==> src/jse_pkg.sv <==
// Shared types and constants for the JSON string escaper.
// Holds the command word passed from the front end to the back end through the queue.
// No dependencies.
package jse_pkg;

   typedef enum logic [1:0] {
      KIND_NONE,
      KIND_RAW,
      KIND_ESC,
      KIND_HEX
   } body_kind_type;

   typedef struct packed {
      logic            quote_open;
      logic [2:0]      repl_count;
      body_kind_type   kind;
      logic [2:0]      raw_length;
      logic [3:0][7:0] data;
      logic            quote_close;
   } command_type;

   localparam logic [7:0] CHAR_QUOTE     = 8'h22;
   localparam logic [7:0] CHAR_BACKSLASH = 8'h5c;
   localparam logic [7:0] CHAR_LF        = 8'h0a;
   localparam logic [7:0] CHAR_CR        = 8'h0d;
   localparam logic [7:0] CHAR_TAB       = 8'h09;
   localparam logic [7:0] CHAR_N         = 8'h6e;
   localparam logic [7:0] CHAR_R         = 8'h72;
   localparam logic [7:0] CHAR_T         = 8'h74;
   localparam logic [7:0] CHAR_U         = 8'h75;
   localparam logic [7:0] CHAR_F         = 8'h66;
   localparam logic [7:0] CHAR_D         = 8'h64;
   localparam logic [7:0] CHAR_ZERO      = 8'h30;

   localparam logic [2:0] ESC_LENGTH  = 3'd2;
   localparam logic [2:0] HEX_LENGTH  = 3'd6;
   localparam logic [2:0] REPL_LENGTH = 3'd6;

   localparam logic [20:0] CP_MIN_3BYTE  = 21'h000800;
   localparam logic [20:0] CP_MIN_4BYTE  = 21'h010000;
   localparam logic [20:0] CP_SURR_LOW   = 21'h00d800;
   localparam logic [20:0] CP_SURR_HIGH  = 21'h00dfff;
   localparam logic [20:0] CP_MAX        = 21'h10ffff;

   localparam logic [0:0] REG_STRICT_MODE = 1'b0;

   function automatic logic [7:0] hex_digit(input logic [3:0] value);
      logic [7:0] wide;
      wide = {4'h0, value};
      if (value < 4'd10) begin
         return CHAR_ZERO + wide;
      end
      return 8'h57 + wide;
   endfunction

endpackage

==> src/jse_front.sv <==
// Front end of the JSON string escaper: accepts words, tracks UTF-8 sequences
// and turns each word into at most one command for the back end.
// Depends on jse_pkg.
module jse_front (
   input  logic                 clock,
   input  logic                 reset,
   input  logic                 strict_mode,
   input  logic                 req_valid,
   output logic                 req_ready,
   input  logic                 req_operation,
   input  logic [7:0]           req_in_byte,
   input  logic                 queue_full,
   output logic                 push,
   output jse_pkg::command_type command
);

   logic            inside_ff, inside_in;
   logic [7:0]      held_ff [3];
   logic [7:0]      held_in [3];
   logic [1:0]      held_count_ff, held_count_in;
   logic [2:0]      seq_length_ff, seq_length_in;
   logic [20:0]     code_point_ff, code_point_in;

   logic            accept;
   logic            fresh;
   logic [2:0]      repl_pre;
   logic [2:0]      count_next;
   logic [20:0]     code_next;
   logic            bad;
   logic [7:0]      b;

   assign req_ready = !queue_full;
   assign accept    = req_valid && req_ready;
   assign b         = req_in_byte;

   assign count_next = {1'b0, held_count_ff} + 3'd1;
   assign code_next  = {code_point_ff[14:0], b[5:0]};
   assign bad = (seq_length_ff == 3'd3 && code_next < jse_pkg::CP_MIN_3BYTE) ||
                (seq_length_ff == 3'd4 && code_next < jse_pkg::CP_MIN_4BYTE) ||
                (code_next >= jse_pkg::CP_SURR_LOW && code_next <= jse_pkg::CP_SURR_HIGH) ||
                (code_next > jse_pkg::CP_MAX);

   always_comb begin
      inside_in     = inside_ff;
      held_in       = held_ff;
      held_count_in = held_count_ff;
      seq_length_in = seq_length_ff;
      code_point_in = code_point_ff;
      command       = '0;
      command.quote_open = !inside_ff;
      fresh    = 1'b0;
      repl_pre = 3'd0;
      if (req_operation) begin
         command.repl_count  = {1'b0, held_count_ff};
         command.quote_close = 1'b1;
         inside_in     = 1'b0;
         held_count_in = 2'd0;
         seq_length_in = 3'd0;
         code_point_in = '0;
      end else begin
         inside_in = 1'b1;
         if (held_count_ff == 2'd0) begin
            fresh = 1'b1;
         end else if (b[7:6] != 2'b10) begin
            repl_pre      = {1'b0, held_count_ff};
            fresh         = 1'b1;
            held_count_in = 2'd0;
            seq_length_in = 3'd0;
            code_point_in = '0;
         end else begin
            code_point_in = code_next;
            if (count_next < seq_length_ff) begin
               held_in[held_count_ff] = b;
               held_count_in = count_next[1:0];
            end else begin
               held_count_in = 2'd0;
               seq_length_in = 3'd0;
               code_point_in = '0;
               if (bad) begin
                  command.repl_count = seq_length_ff;
               end else begin
                  command.kind       = jse_pkg::KIND_RAW;
                  command.raw_length = seq_length_ff;
                  command.data[0]    = held_ff[0];
                  command.data[1]    = (seq_length_ff == 3'd2) ? b : held_ff[1];
                  command.data[2]    = (seq_length_ff == 3'd3) ? b : held_ff[2];
                  command.data[3]    = b;
               end
            end
         end
         if (fresh) begin
            command.repl_count = repl_pre;
            case (b)
               jse_pkg::CHAR_QUOTE: begin
                  command.kind    = jse_pkg::KIND_ESC;
                  command.data[0] = jse_pkg::CHAR_QUOTE;
               end
               jse_pkg::CHAR_BACKSLASH: begin
                  command.kind    = jse_pkg::KIND_ESC;
                  command.data[0] = jse_pkg::CHAR_BACKSLASH;
               end
               jse_pkg::CHAR_LF: begin
                  command.kind    = jse_pkg::KIND_ESC;
                  command.data[0] = jse_pkg::CHAR_N;
               end
               jse_pkg::CHAR_CR: begin
                  command.kind    = jse_pkg::KIND_ESC;
                  command.data[0] = jse_pkg::CHAR_R;
               end
               jse_pkg::CHAR_TAB: begin
                  command.kind    = jse_pkg::KIND_ESC;
                  command.data[0] = jse_pkg::CHAR_T;
               end
               default: begin
                  if (b < 8'h20) begin
                     command.kind    = jse_pkg::KIND_HEX;
                     command.data[0] = b;
                  end else if (!b[7] || !strict_mode) begin
                     command.kind       = jse_pkg::KIND_RAW;
                     command.raw_length = 3'd1;
                     command.data[0]    = b;
                  end else if (b >= 8'hc2 && b <= 8'hdf) begin
                     seq_length_in = 3'd2;
                     code_point_in = {16'h0, b[4:0]};
                     held_in[0]    = b;
                     held_count_in = 2'd1;
                  end else if (b >= 8'he0 && b <= 8'hef) begin
                     seq_length_in = 3'd3;
                     code_point_in = {17'h0, b[3:0]};
                     held_in[0]    = b;
                     held_count_in = 2'd1;
                  end else if (b >= 8'hf0 && b <= 8'hf4) begin
                     seq_length_in = 3'd4;
                     code_point_in = {18'h0, b[2:0]};
                     held_in[0]    = b;
                     held_count_in = 2'd1;
                  end else begin
                     command.repl_count = repl_pre + 3'd1;
                  end
               end
            endcase
         end
      end
   end

   assign push = accept && (command.quote_open || command.repl_count != 3'd0 ||
                            command.kind != jse_pkg::KIND_NONE || command.quote_close);

   always_ff @(posedge clock) begin
      if (reset) begin
         inside_ff     <= 1'b0;
         held_count_ff <= 2'd0;
         seq_length_ff <= 3'd0;
         code_point_ff <= '0;
      end else if (accept) begin
         inside_ff     <= inside_in;
         held_count_ff <= held_count_in;
         seq_length_ff <= seq_length_in;
         code_point_ff <= code_point_in;
      end
   end

   always_ff @(posedge clock) begin
      if (accept) begin
         held_ff <= held_in;
      end
   end

   a_held_inside: assert property (@(posedge clock) disable iff (reset)
      held_count_ff != 2'd0 |-> inside_ff)
      else $error("held bytes outside an open string");

   a_held_short: assert property (@(posedge clock) disable iff (reset)
      held_count_ff != 2'd0 |-> {1'b0, held_count_ff} < seq_length_ff)
      else $error("held count reached the sequence length");

endmodule

==> src/jse_queue.sv <==
// Short command queue between the front end and the back end of the escaper.
// Depends on jse_pkg for the command word.
module jse_queue #(
   parameter int DEPTH = 4
) (
   input  logic                 clock,
   input  logic                 reset,
   input  logic                 push,
   input  jse_pkg::command_type push_data,
   output logic                 full,
   input  logic                 pop,
   output logic                 head_valid,
   output jse_pkg::command_type head_data
);

   localparam int PTR_WIDTH   = (DEPTH > 1) ? $clog2(DEPTH) : 1;
   localparam int COUNT_WIDTH = $clog2(DEPTH + 1);
   localparam logic [PTR_WIDTH-1:0]   LAST_PTR  = PTR_WIDTH'(DEPTH - 1);
   localparam logic [COUNT_WIDTH-1:0] FULL_COUNT = COUNT_WIDTH'(DEPTH);

   jse_pkg::command_type entry_ff [DEPTH];
   logic [PTR_WIDTH-1:0]   wr_ptr_ff, rd_ptr_ff;
   logic [COUNT_WIDTH-1:0] count_ff;
   logic                   do_push, do_pop;

   assign full       = count_ff == FULL_COUNT;
   assign head_valid = count_ff != '0;
   assign head_data  = entry_ff[rd_ptr_ff];
   assign do_push    = push && !full;
   assign do_pop     = pop && head_valid;

   always_ff @(posedge clock) begin
      if (reset) begin
         wr_ptr_ff <= '0;
         rd_ptr_ff <= '0;
         count_ff  <= '0;
      end else begin
         if (do_push) begin
            wr_ptr_ff <= (wr_ptr_ff == LAST_PTR) ? '0 : wr_ptr_ff + 1'b1;
         end
         if (do_pop) begin
            rd_ptr_ff <= (rd_ptr_ff == LAST_PTR) ? '0 : rd_ptr_ff + 1'b1;
         end
         if (do_push && !do_pop) begin
            count_ff <= count_ff + 1'b1;
         end else if (do_pop && !do_push) begin
            count_ff <= count_ff - 1'b1;
         end
      end
   end

   always_ff @(posedge clock) begin
      if (do_push) begin
         entry_ff[wr_ptr_ff] <= push_data;
      end
   end

endmodule

==> src/jse_back.sv <==
// Back end of the escaper: expands one command at a time into output words,
// one byte per cycle while rsp_ready does not stall it, into a registered output stage.
// Depends on jse_pkg.
module jse_back (
   input  logic                 clock,
   input  logic                 reset,
   input  logic                 head_valid,
   input  jse_pkg::command_type head_data,
   output logic                 pop,
   output logic                 rsp_valid,
   input  logic                 rsp_ready,
   output logic [7:0]           rsp_out_byte,
   output logic                 rsp_run_last,
   output logic                 rsp_string_done
);

   typedef enum logic [1:0] {
      PH_OPEN,
      PH_REPL,
      PH_BODY,
      PH_CLOSE
   } phase_type;

   function automatic logic [3:0] present_of(input jse_pkg::command_type c);
      return {c.quote_close, c.kind != jse_pkg::KIND_NONE, c.repl_count != 3'd0, c.quote_open};
   endfunction

   function automatic logic [2:0] first_from(input logic [3:0] present, input logic [2:0] start);
      logic       found;
      logic [1:0] idx;
      found = 1'b0;
      idx   = 2'd0;
      for (int i = 0; i < 4; i++) begin
         if (!found && present[i] && 3'(i) >= start) begin
            found = 1'b1;
            idx   = 2'(i);
         end
      end
      return {found, idx};
   endfunction

   jse_pkg::command_type cur_ff;
   logic                 cur_valid_ff;
   phase_type            phase_ff;
   logic [2:0]           repl_idx_ff;
   logic [2:0]           char_idx_ff;
   logic                 rsp_valid_ff;
   logic [7:0]           rsp_byte_ff;
   logic                 rsp_last_ff;
   logic                 rsp_done_ff;

   logic       advance;
   logic       phase_end;
   logic       is_last;
   logic [2:0] after;
   logic [2:0] first;
   logic [2:0] body_length;
   logic [7:0] cur_byte;

   assign advance = cur_valid_ff && (!rsp_valid_ff || rsp_ready);
   assign after   = first_from(present_of(cur_ff), {1'b0, phase_ff} + 3'd1);
   assign first   = first_from(present_of(head_data), 3'd0);
   assign pop     = head_valid && (!cur_valid_ff || (advance && is_last));
   assign is_last = phase_end && !after[2];

   always_comb begin
      case (cur_ff.kind)
         jse_pkg::KIND_RAW: body_length = cur_ff.raw_length;
         jse_pkg::KIND_ESC: body_length = jse_pkg::ESC_LENGTH;
         jse_pkg::KIND_HEX: body_length = jse_pkg::HEX_LENGTH;
         default:           body_length = 3'd1;
      endcase
   end

   always_comb begin
      phase_end = 1'b1;
      cur_byte  = jse_pkg::CHAR_QUOTE;
      case (phase_ff)
         PH_REPL: begin
            phase_end = (char_idx_ff == jse_pkg::REPL_LENGTH - 3'd1) &&
                        (repl_idx_ff == cur_ff.repl_count - 3'd1);
            case (char_idx_ff)
               3'd0:    cur_byte = jse_pkg::CHAR_BACKSLASH;
               3'd1:    cur_byte = jse_pkg::CHAR_U;
               3'd2:    cur_byte = jse_pkg::CHAR_F;
               3'd3:    cur_byte = jse_pkg::CHAR_F;
               3'd4:    cur_byte = jse_pkg::CHAR_F;
               default: cur_byte = jse_pkg::CHAR_D;
            endcase
         end
         PH_BODY: begin
            phase_end = char_idx_ff == body_length - 3'd1;
            case (cur_ff.kind)
               jse_pkg::KIND_RAW: cur_byte = cur_ff.data[char_idx_ff[1:0]];
               jse_pkg::KIND_ESC: begin
                  cur_byte = (char_idx_ff == 3'd0) ? jse_pkg::CHAR_BACKSLASH : cur_ff.data[0];
               end
               default: begin
                  case (char_idx_ff)
                     3'd0:    cur_byte = jse_pkg::CHAR_BACKSLASH;
                     3'd1:    cur_byte = jse_pkg::CHAR_U;
                     3'd2:    cur_byte = jse_pkg::CHAR_ZERO;
                     3'd3:    cur_byte = jse_pkg::CHAR_ZERO;
                     3'd4:    cur_byte = jse_pkg::hex_digit(cur_ff.data[0][7:4]);
                     default: cur_byte = jse_pkg::hex_digit(cur_ff.data[0][3:0]);
                  endcase
               end
            endcase
         end
         default: begin
            phase_end = 1'b1;
            cur_byte  = jse_pkg::CHAR_QUOTE;
         end
      endcase
   end

   always_ff @(posedge clock) begin
      if (reset) begin
         cur_valid_ff <= 1'b0;
         phase_ff     <= PH_OPEN;
         repl_idx_ff  <= 3'd0;
         char_idx_ff  <= 3'd0;
         rsp_valid_ff <= 1'b0;
      end else begin
         if (advance) begin
            rsp_valid_ff <= 1'b1;
            rsp_byte_ff  <= cur_byte;
            rsp_last_ff  <= is_last;
            rsp_done_ff  <= phase_ff == PH_CLOSE;
         end else if (rsp_ready) begin
            rsp_valid_ff <= 1'b0;
         end
         if (pop) begin
            cur_valid_ff <= 1'b1;
            cur_ff       <= head_data;
            phase_ff     <= phase_type'(first[1:0]);
            repl_idx_ff  <= 3'd0;
            char_idx_ff  <= 3'd0;
         end else if (advance && is_last) begin
            cur_valid_ff <= 1'b0;
         end else if (advance) begin
            if (phase_end) begin
               phase_ff    <= phase_type'(after[1:0]);
               repl_idx_ff <= 3'd0;
               char_idx_ff <= 3'd0;
            end else if (phase_ff == PH_REPL &&
                         char_idx_ff == jse_pkg::REPL_LENGTH - 3'd1) begin
               repl_idx_ff <= repl_idx_ff + 3'd1;
               char_idx_ff <= 3'd0;
            end else begin
               char_idx_ff <= char_idx_ff + 3'd1;
            end
         end
      end
   end

   assign rsp_valid       = rsp_valid_ff;
   assign rsp_out_byte    = rsp_byte_ff;
   assign rsp_run_last    = rsp_last_ff;
   assign rsp_string_done = rsp_done_ff;

   a_repl_range: assert property (@(posedge clock) disable iff (reset)
      cur_valid_ff && phase_ff == PH_REPL |-> repl_idx_ff < cur_ff.repl_count)
      else $error("replacement index ran past its count");

   a_body_kind: assert property (@(posedge clock) disable iff (reset)
      cur_valid_ff && phase_ff == PH_BODY |-> cur_ff.kind != jse_pkg::KIND_NONE)
      else $error("body phase entered without a body");

   a_close_last: assert property (@(posedge clock) disable iff (reset)
      rsp_valid_ff && rsp_done_ff |-> rsp_last_ff)
      else $error("closing quote is not the last word of its item");

endmodule

==> src/json_string_escaper_utf8.sv <==
// Top level of the JSON string escaper with UTF-8 validation.
// Instantiates jse_front, jse_queue and jse_back; depends on jse_pkg.
//
//   channel   direction  handshake               payload
//   req       in         req_valid / req_ready   req_operation, req_in_byte
//   rsp       out        rsp_valid / rsp_ready   rsp_out_byte, rsp_run_last, rsp_string_done
//   csr       in         psel, penable, pwrite   paddr, pwdata, prdata, pready
//
// The back end emits one output byte per cycle while rsp_ready does not stall it; an item
// produces up to 24 bytes, and plain bytes flow at one per cycle while not stalled.
// From idle, an accepted item goes through the queue and cur_ff into the output register.
// The front end takes an item in every cycle while the command queue has room.
// Reset is synchronous; after it strict_mode is 1 and no string is open.
// A stalled rsp_ready holds the output register; the queue then fills and drops req_ready.
module json_string_escaper_utf8 #(
   parameter int QUEUE_DEPTH = 4
) (
   input  logic        clock,
   input  logic        reset,
   input  logic        req_valid,
   output logic        req_ready,
   input  logic        req_operation,
   input  logic [7:0]  req_in_byte,
   output logic        rsp_valid,
   input  logic        rsp_ready,
   output logic [7:0]  rsp_out_byte,
   output logic        rsp_run_last,
   output logic        rsp_string_done,
   input  logic        psel,
   input  logic        penable,
   input  logic        pwrite,
   input  logic [2:0]  paddr,
   input  logic [31:0] pwdata,
   output logic [31:0] prdata,
   output logic        pready
);

   logic                 strict_mode_ff;
   logic                 queue_full;
   logic                 push;
   jse_pkg::command_type command;
   logic                 pop;
   logic                 head_valid;
   jse_pkg::command_type head_data;

   assign pready = 1'b1;
   assign prdata = (paddr[2] == jse_pkg::REG_STRICT_MODE) ? {31'h0, strict_mode_ff} : 32'h0;

   always_ff @(posedge clock) begin
      if (reset) begin
         strict_mode_ff <= 1'b1;
      end else if (psel && penable && pwrite && paddr[2] == jse_pkg::REG_STRICT_MODE) begin
         strict_mode_ff <= pwdata[0];
      end
   end

   jse_front u_front (
      .clock         (clock),
      .reset         (reset),
      .strict_mode   (strict_mode_ff),
      .req_valid     (req_valid),
      .req_ready     (req_ready),
      .req_operation (req_operation),
      .req_in_byte   (req_in_byte),
      .queue_full    (queue_full),
      .push          (push),
      .command       (command)
   );

   jse_queue #(
      .DEPTH (QUEUE_DEPTH)
   ) u_queue (
      .clock      (clock),
      .reset      (reset),
      .push       (push),
      .push_data  (command),
      .full       (queue_full),
      .pop        (pop),
      .head_valid (head_valid),
      .head_data  (head_data)
   );

   jse_back u_back (
      .clock           (clock),
      .reset           (reset),
      .head_valid      (head_valid),
      .head_data       (head_data),
      .pop             (pop),
      .rsp_valid       (rsp_valid),
      .rsp_ready       (rsp_ready),
      .rsp_out_byte    (rsp_out_byte),
      .rsp_run_last    (rsp_run_last),
      .rsp_string_done (rsp_string_done)
   );

endmodule

==> config.mk <==
export PLATFORM = sky130hd
export DESIGN_NAME = json_string_escaper_utf8
export DESIGN_NICKNAME = d
export VERILOG_FILES = /design/src/jse_pkg.sv /design/src/jse_front.sv /design/src/jse_queue.sv /design/src/jse_back.sv /design/src/json_string_escaper_utf8.sv
export SDC_FILE = /design/constraint.sdc
export NUM_CORES = 1
export LEC_CHECK = 0
export BUFFER_PORTS_ARGS = -buffer_cell sky130_fd_sc_hd__buf_2
export CAP_MARGIN = 5
export CORE_ASPECT_RATIO = 1.2
export CORE_UTILIZATION = 44
export CTS_BUF_LIST = sky130_fd_sc_hd__clkbuf_4
export DETAILED_ROUTE_END_ITERATION = 6
export PLACE_DENSITY_LB_ADDON = 0.15
export SYNTH_ARGS = -nofsm -noshare
export SYNTH_HDL_FRONTEND = slang
export SYNTH_HIERARCHICAL = 1
export SYNTH_SLANG_ARGS = --single-unit
export TNS_END_PERCENT = 10
==> constraint.sdc <==
create_clock -name clock -period 7.57 [get_ports clock]
set_input_delay 0.757 -clock clock [delete_from_list [all_inputs] [get_ports clock]]
set_output_delay 0.757 -clock clock [all_outputs]
set_load 0.03 [all_outputs]
## Word-level counts from Yosys, hierarchy flattened

Memories as Yosys holds them, arrays and structs flattened. A register that Yosys moved wholly into a read port is not among the register bits.
Cells that the tools add are included.

| word-level totals | value |
|---|---|
| bits in registers | 121 |
| output and inout port bits | 45 |
| RAM bits | 168 |
| input port bits | 51 |
| logic and storage cells | 317 |
| memories | 1 |

| cells by class | value |
|---|---|
| mux-type cells | 134 |
| reduce and logical (&&, ||, !) cells | 84 |
| $add $sub $neg | 15 |
| equal/unequal tests | 26 |
| bitwise gates (word level) | 7 |
| $lt $le $gt $ge | 22 |

Memories:

| memory | words | width | read ports | clocked after Yosys merged registers in | wr ports | RTL line | source |
|---|---|---|---|---|---|---|---|
| u_queue.entry_ff | 4 | 42 | 1 | 1 | 1 | jse_queue.sv:21 | `jse_pkg::command_type entry_ff [DEPTH];` |

Operators with widths:

| cell | count |
|---|---|
| $mux W21 | 11 |
| $mux W8 | 20 |
| $mux W40 | 3 |
| $mux W3 | 29 |
| $mux W24 | 3 |
| $mux W2 | 26 |
| $pmux W8 S5 | 1 |
| $mux W37 | 1 |
| $mux W36 | 1 |
| $logic_and A1 B1 Y1 | 32 |
| $pmux W8 S2 | 2 |
| $pmux W8 S4 | 1 |
| $mux W1 | 29 |
| $bwmux W24 | 1 |
| $eq A8 B4 Y1 const B | 3 |
| $ge A8 B8 Y1 const B | 3 |
| $le A8 B8 Y1 const B | 3 |
| $ge A21 B16 Y1 const B | 1 |
| $gt A21 B21 Y1 const B | 1 |
| $le A21 B16 Y1 const B | 1 |
| $lt A21 B12 Y1 const B | 1 |
| $lt A21 B17 Y1 const B | 1 |
| $pmux W6 S3 | 1 |
| $reduce_bool A2 Y1 | 9 |
| 41 further kinds | 104 |

## Longest topological paths before layout

| logic depth | value |
|---|---|
| word-level depth | 25 |
| gate-level depth with buffers | 19 |
| gate-level depth less buffers | 18 |

## By module

Netlist, hierarchy kept.

Modules (own cells, without submodules):

| module | cells each | seq. area each (um^2) | instances | area each (um^2) |
|---|---|---|---|---|
| jse_queue | 270 | 5,225.0 | 1 | 6,546.3 |
| jse_back | 287 | 1,761.7 | 1 | 3,345.7 |
| jse_front | 327 | 1,141.1 | 1 | 2,881.5 |
| json_string_escaper_utf8 | 40 | 20.0 | 1 | 315.3 |

## Least setup slack after synthesis

No wires, ideal clock.

| path | value |
|---|---|
| path type | flip-flop to flip-flop |
| start point | reg u_back/cur_ff[36] in the netlist's numbering |
| end point | reg u_back/cur_ff[0] in the netlist's numbering (enable) |
| library setup time | 441 ps |
| path slack | 2,604 ps |
| required time | 7,129 ps |
| data arrival time | 4,524 ps |
| buffers on the path | 1 |
| cell stages (with the launch flop) | 13 |
| period minus slack after synthesis | 4,966 ps |
| path through | edfxtp_1 > inv_1 > ha_1 > clkbuf_1 > a211oi_1 > or2_2 > ha_1 > xnor2_1 > or3_4 > a2111oi_4 > nor3b_1 > or2_2 > nor2_1 |

| on the way | value |
|---|---|
| longest elaborated chain between the ends | 14 |
| elaborated cells between the ends (all ways) | 21 |
| classes of those cells | add/sub: 1; eq/ne: 4; mux: 4; reduce/logical: 12 |

RTL lines:

| item | RTL line | source |
|---|---|---|
| start: declaration | jse_back.sv:42 | `jse_pkg::command_type cur_ff;` |
| start signal: assignment | jse_back.sv:135 | `cur_ff <= head_data;` |
| branches (longest 9 deep; another with $sub A3 B1 Y3) | - |  |
| $logic_and A1 B1 Y1 (*) | jse_back.sv:64 | `assign is_last = phase_end && !after[2];` |
| $logic_and A1 B1 Y1 (*) | jse_back.sv:63 | `assign pop = head_valid && (!cur_valid_ff \|\| (advance && is_last));` |
| $logic_or A1 B1 Y1 (*) | jse_back.sv:63 |  |
| $logic_and A1 B1 Y1 (*) | jse_back.sv:63 |  |
| $reduce_and A2 Y1 (no line) (*) | - |  |

Every way passes the cells marked *.
A chain may end at the register's enable or synchronous reset.

## Worst setup path after layout

| path | value |
|---|---|
| start point | reg u_front.held_count_ff[0] |
| end point | reg u_queue.count_ff[2] |

| on the way | value |
|---|---|
| longest elaborated chain between the ends | 21 |
| elaborated cells between the ends (all ways) | 36 |
| classes of those cells | add/sub: 2; order compare: 1; mux: 21; reduce/logical: 12 |

RTL lines:

| item | RTL line | source |
|---|---|---|
| start: declaration | jse_front.sv:20 | `logic [1:0] held_count_ff, held_count_in;` |
| start signal: assignment | jse_front.sv:157 | `held_count_ff <= held_count_in;` |
| $mux W2 / $logic_not A2 Y1 (equally long branches) | jse_front.sv:64, jse_front.sv:62 |  |
| $mux W3 | jse_front.sv:62 | `if (held_count_ff == 2'd0) begin` |
| $mux W3 | jse_front.sv:53 | `if (req_operation) begin` |
| $add A3 B1 Y3 | jse_front.sv:138 | `command.repl_count = repl_pre + 3'd1;` |
| $mux W3 | jse_front.sv:132 | `end else if (b >= 8'hf0 && b <= 8'hf4) begin` |
| $mux W3 | jse_front.sv:127 | `end else if (b >= 8'he0 && b <= 8'hef) begin` |
| $mux W3 | jse_front.sv:122 | `end else if (b >= 8'hc2 && b <= 8'hdf) begin` |
| $mux W3 | jse_front.sv:118 | `end else if (!b[7] \|\| !strict_mode) begin` |
| (+7 left out) | - |  |
| $logic_or A1 B1 Y1 (*) | jse_front.sv:147 | `command.kind != jse_pkg::KIND_NONE \|\| command.quote_close);` |
| $logic_and A1 B1 Y1 (*) | jse_front.sv:146 | `assign push = accept && (command.quote_open \|\| command.repl_count != 3'd0 \|\|` |
| net push | json_string_escaper_utf8.sv:40 | `logic push;` |
| $logic_and A1 B1 Y1 (*) | jse_queue.sv:29 | `assign do_push = push && !full;` |
| net u_queue.do_push | jse_queue.sv:24 | `logic do_push, do_pop;` |
| $logic_not A1 Y1 | jse_queue.sv:46 | `end else if (do_pop && !do_push) begin` |
| $logic_and A1 B1 Y1 | jse_queue.sv:46 |  |
| $reduce_bool A2 Y1 (no line) | - |  |
| end signal: assignment | jse_queue.sv:45 | `count_ff <= count_ff + 1'b1;` |
| end signal: assignment | jse_queue.sv:47 | `count_ff <= count_ff - 1'b1;` |
| end: declaration | jse_queue.sv:23 | `logic [COUNT_WIDTH-1:0] count_ff;` |

The timed path passes the listed nets; every way through them passes the cells marked *. The select of a mux whose other input is x is not followed.

==> impl_metrics.py <==
metrics = {
    "global_routing": {
        "grt_pass1_vias": 7864,
        "antenna_found_initial": 1,
        "grt_pass1_wl_um": 42000,
        "groute.usage.overall_pct": 18.0,
        "overflow": 0,
        "grt_max_degree": 43,
    },
    "setup_path": {
        "cp_common_cell": "inv_1",
        "worstPathRequired_ns": 8.15,
        "cp_slowest_cell": "or3b_1",
        "crit_arrival_ns": 5.05,
        "cp_max_fo": 10,
        "critical_path.cell_chain": "inv_1, ha_1, or3b_1, nor3_2, nand3_1, and3_4, a41oi_2, inv_1, nor2_2, ha_1, inv_1, fa_1, xor2_1, or3_2, a21oi_1",
        "crit_type": "flip-flop to flip-flop",
        "slowest_delay_ns": 0.57,
        "end_kind": "flip-flop",
        "cp-start-kind": "flip-flop",
    },
    "layout": {
        "syn_to_final_growth_pct": 10.0,
        "layout-drive-gt1-share_pct": 23.4,
        "n_fill_cell": 2559,
        "nNetsFinal": 1082,
    },
    "clock_network": {
        "clock-sinks": 285,
        "cts_resized": 0,
        "cts_tree": "built",
        "cts_setup_buffers": 0,
        "clock_path_buffers": 3,
        "ctsHtreeMaxLevel": 3,
        "clk_latency_ns": 0.67,
        "cts_root_buf": "clkbuf_4",
        "cts_hold_buf": 0,
        "path_clk_slew_ns": 0.06,
        "cts-buffers-inserted": 77,
    },
    "logic_synthesis": {
        "synthArstFlopShare_pct": 0,
        "post-synth-top-area-cell": "edfxtp_1",
        "synth-edff-count": 244,
        "ys.flop_type": "edfxtp_1",
        "ys_top_cells_by_count": "244 x edfxtp_1, 58 x nor2_1, 56 x nand2_1",
        "synth_area_sq_mm": 0.0131,
        "yosysTopAreaCellShare_pct": 56.0,
        "ys_types": 84,
        "synth_cells": 924,
        "synth-seq-cells": 285,
        "yosysMostFrequentCell": "edfxtp_1",
        "synth_area_leaders": "edfxtp_1 56%, mux4_2 8.6%, dfxtp_1 6.3%",
        "yosys_warnings": 6,
        "ys_seq_area_share_pct": 62.3,
        "avgSynthCellArea_sq_um": 14.2,
    },
    "timing": {
        "setup_viol_count_final": 0,
        "relSlewSlack_pct": 34.0,
        "worst_pin_slew_ns": 0.984,
        "fin_ws_ns": 3.10,
        "period_minus_slack_ns": 4.47,
        "setup_tns_ns": 0,
        "fin_worst_skew_ns": 0.0411,
        "max_freq_mhz": 224,
        "min_period_over_period_pct": 59.0,
        "slew_viol_final": 0,
        "hold_viol_final": 0,
        "rsz0062_at_grt": "false",
    },
    "floorplanning": {
        "die_w_um": 159,
        "core-area_sq_mm": 0.0290,
        "row_count": 68,
        "start_util_pct": 45.1,
        "dieArea_sq_mm": 0.0304,
        "dieHeight_um": 191,
        "num_io_pins": 96,
    },
    "placement": {
        "gp_congestion": 0.890,
        "numPortBuffers": 30,
        "place_ws_ns": 3.07,
        "place.detailed.hpwl_um": 17100,
    },
    "detailed_routing": {
        "route.detailed.drc": 0,
        "ant_nets": 0,
        "wl_um": 26300,
        "vias": 7679,
        "drtIter0Drc": 427,
        "first_pass_iters": 7,
        "vias_per_cell": 5.36,
        "wl_per_cell_um": 18.3,
    },
    "min_path": {
        "hold_class": "input port to flip-flop",
    },
    "power": {
        "powerDensity_mw_per_mm2": 316,
        "peakVddDrop_uv": 115,
        "leakagePower_nw": 5.10,
    },
    "flow_run": {
        "max_cap_violations": 0,
    },
    "outcome": {
        "status": "finished clean",
    },
}
==> critical path: cells and delay by family (launching register included) <==
kind / cells / cell delay, ns
AO/OA/AOI/OAI: 2 / 0.44
XOR/XNOR: 1 / 0.16
adder cells (fa/ha/maj): 3 / 0.93
buffers and inverters: 3 / 0.31
flip-flops: 1 / 0.46
AND/OR/NAND/NOR: 6 / 2.09
==> area by class of cell <==
cell class / instances / area, sq um / share of cell area, %
tap: 385 / 482 / 3.35
timing repair buffer: 38 / 210 / 1.46
multi-input combinational: 552 / 4440 / 30.8
sequential: 285 / 8150 / 56.6
inverter: 40 / 155 / 1.08
antenna: 1 / 2.50 / 0.0174
clock buffer: 115 / 863 / 6.00
clock inverter: 17 / 96.3 / 0.669
==> power breakdown <==
part	switching (mW)	total [mW]	leakage [nW]	internal, mW
combinational	0.662	1.10	1.95	0.442
sequential	0.112	2.13	2.56	2.01
clock	0.592	1.32	0.588	0.725
==> cells in the final DEF, fill, tap and decap left out, types with 4 or more instances in the layout <==
| cell type | netlist | routed |
|---|---|---|
| o22ai_1 | 4 | 4 |
| a211oi_1 | 10 | 10 |
| nor3_1 | 14 | 14 |
| inv_1 | 38 | 38 |
| dfxtp_1 | 41 | 39 |
| and3_1 | 13 | 13 |
| nand2_1 | 56 | 56 |
| mux4_2 | 50 | 50 |
| mux2i_1 | 21 | 21 |
| clkbuf_4 | 0 | 115 |
| and3_2 | 4 | 4 |
| a21oi_1 | 37 | 37 |
| edfxtp_1 | 244 | 244 |
| a32oi_1 | 7 | 7 |
| nor3b_1 | 4 | 4 |
| o31ai_1 | 6 | 6 |
| a31oi_1 | 8 | 8 |
| or3_1 | 4 | 4 |
| clkinv_2 | 0 | 5 |
| o221ai_1 | 4 | 4 |
| a22o_1 | 12 | 12 |
| nand4_1 | 4 | 4 |
| nor2b_1 | 11 | 11 |
| buf_2 | 13 | 30 |
| xor2_1 | 5 | 5 |
| o21ai_0 | 29 | 29 |
| nor2_1 | 58 | 57 |
| ha_1 | 36 | 36 |
| conb_1 | 3 | 33 |
| nand2b_1 | 13 | 13 |
| xnor2_1 | 6 | 6 |
| o21a_1 | 5 | 5 |
| nand3_1 | 27 | 27 |
| buf_4 | 41 | 8 |
| clkinv_1 | 1 | 9 |
==> sequential cells by signal (all words and copies together), names as in the netlist, named ones only <==
name / flops
u_front/held_ff: 8
u_back/repl_idx_ff: 3
u_queue/rd_ptr_ff: 2
u_queue/wr_ptr_ff: 2
u_back/cur_valid_ff: 1
u_queue/count_ff: 3
u_back/char_idx_ff: 3
u_back/rsp_string_done: 1
u_front/seq_length_ff: 3
u_queue/entry_ff: 168
u_front/code_point_ff: 15
u_back/cur_ff: 42
u_back/rsp_run_last: 1
u_front/held_count_ff: 2
strict_mode_ff: 1
u_front/inside_ff: 1
u_back/rsp_valid: 1
u_back/rsp_out_byte: 8
u_back/phase_ff: 2
==> stage by stage <==
stage	hold slack [ns]	util [%]	total power, mW	instance area, sq um	std cells
floorplan	0.436	-	3.01	13200	954
global placement	0.447	46.3	3.27	13400	1300
detailed placement	0.448	46.3	3.29	13400	1300
CTS	0.271	49.6	4.63	14400	1432
global route	0.302	49.6	4.82	14400	1433
finish	0.361	49.6	4.55	14400	1433
==> final timing paths <==
check                                         startpoint                   to  slack, ns  cells past startpoint
worst max-delay path            u_front/held_count_ff[0]  u_queue/count_ff[2]       3.10                     15
worst max register to register  u_front/held_count_ff[0]  u_queue/count_ff[2]       3.10                     15
worst min register to register         u_front/inside_ff    u_front/inside_ff       0.46                      2
worst min-delay path                           pwdata[0]       strict_mode_ff       0.36                      3
==> routing by layer <==
| metal | GRT usage, % | vias up | wire length (um) |
|---|---|---|---|
| met3 | 4.23 | 59 | 1220 |
| li1 | - | 3666 | - |
| met4 | 8.88 | 0 | 768 |
| met5 | 0 | - | 0 |
| met1 | 21.1 | 3751 | 11100 |
| met2 | 31.1 | 203 | 13200 |
==> logic make-up after synthesis <==
family,Yosys count,synth area share (%)
compound gates,157,8.42
flops,285,62.3
other cells,3,0.0860
xor+xnor,12,0.908
simple gates,240,9.61
fa+ha+maj,37,3.59
mux,73,10.4
buf+inv,117,4.75
Power figures use the tool's default switching activity.
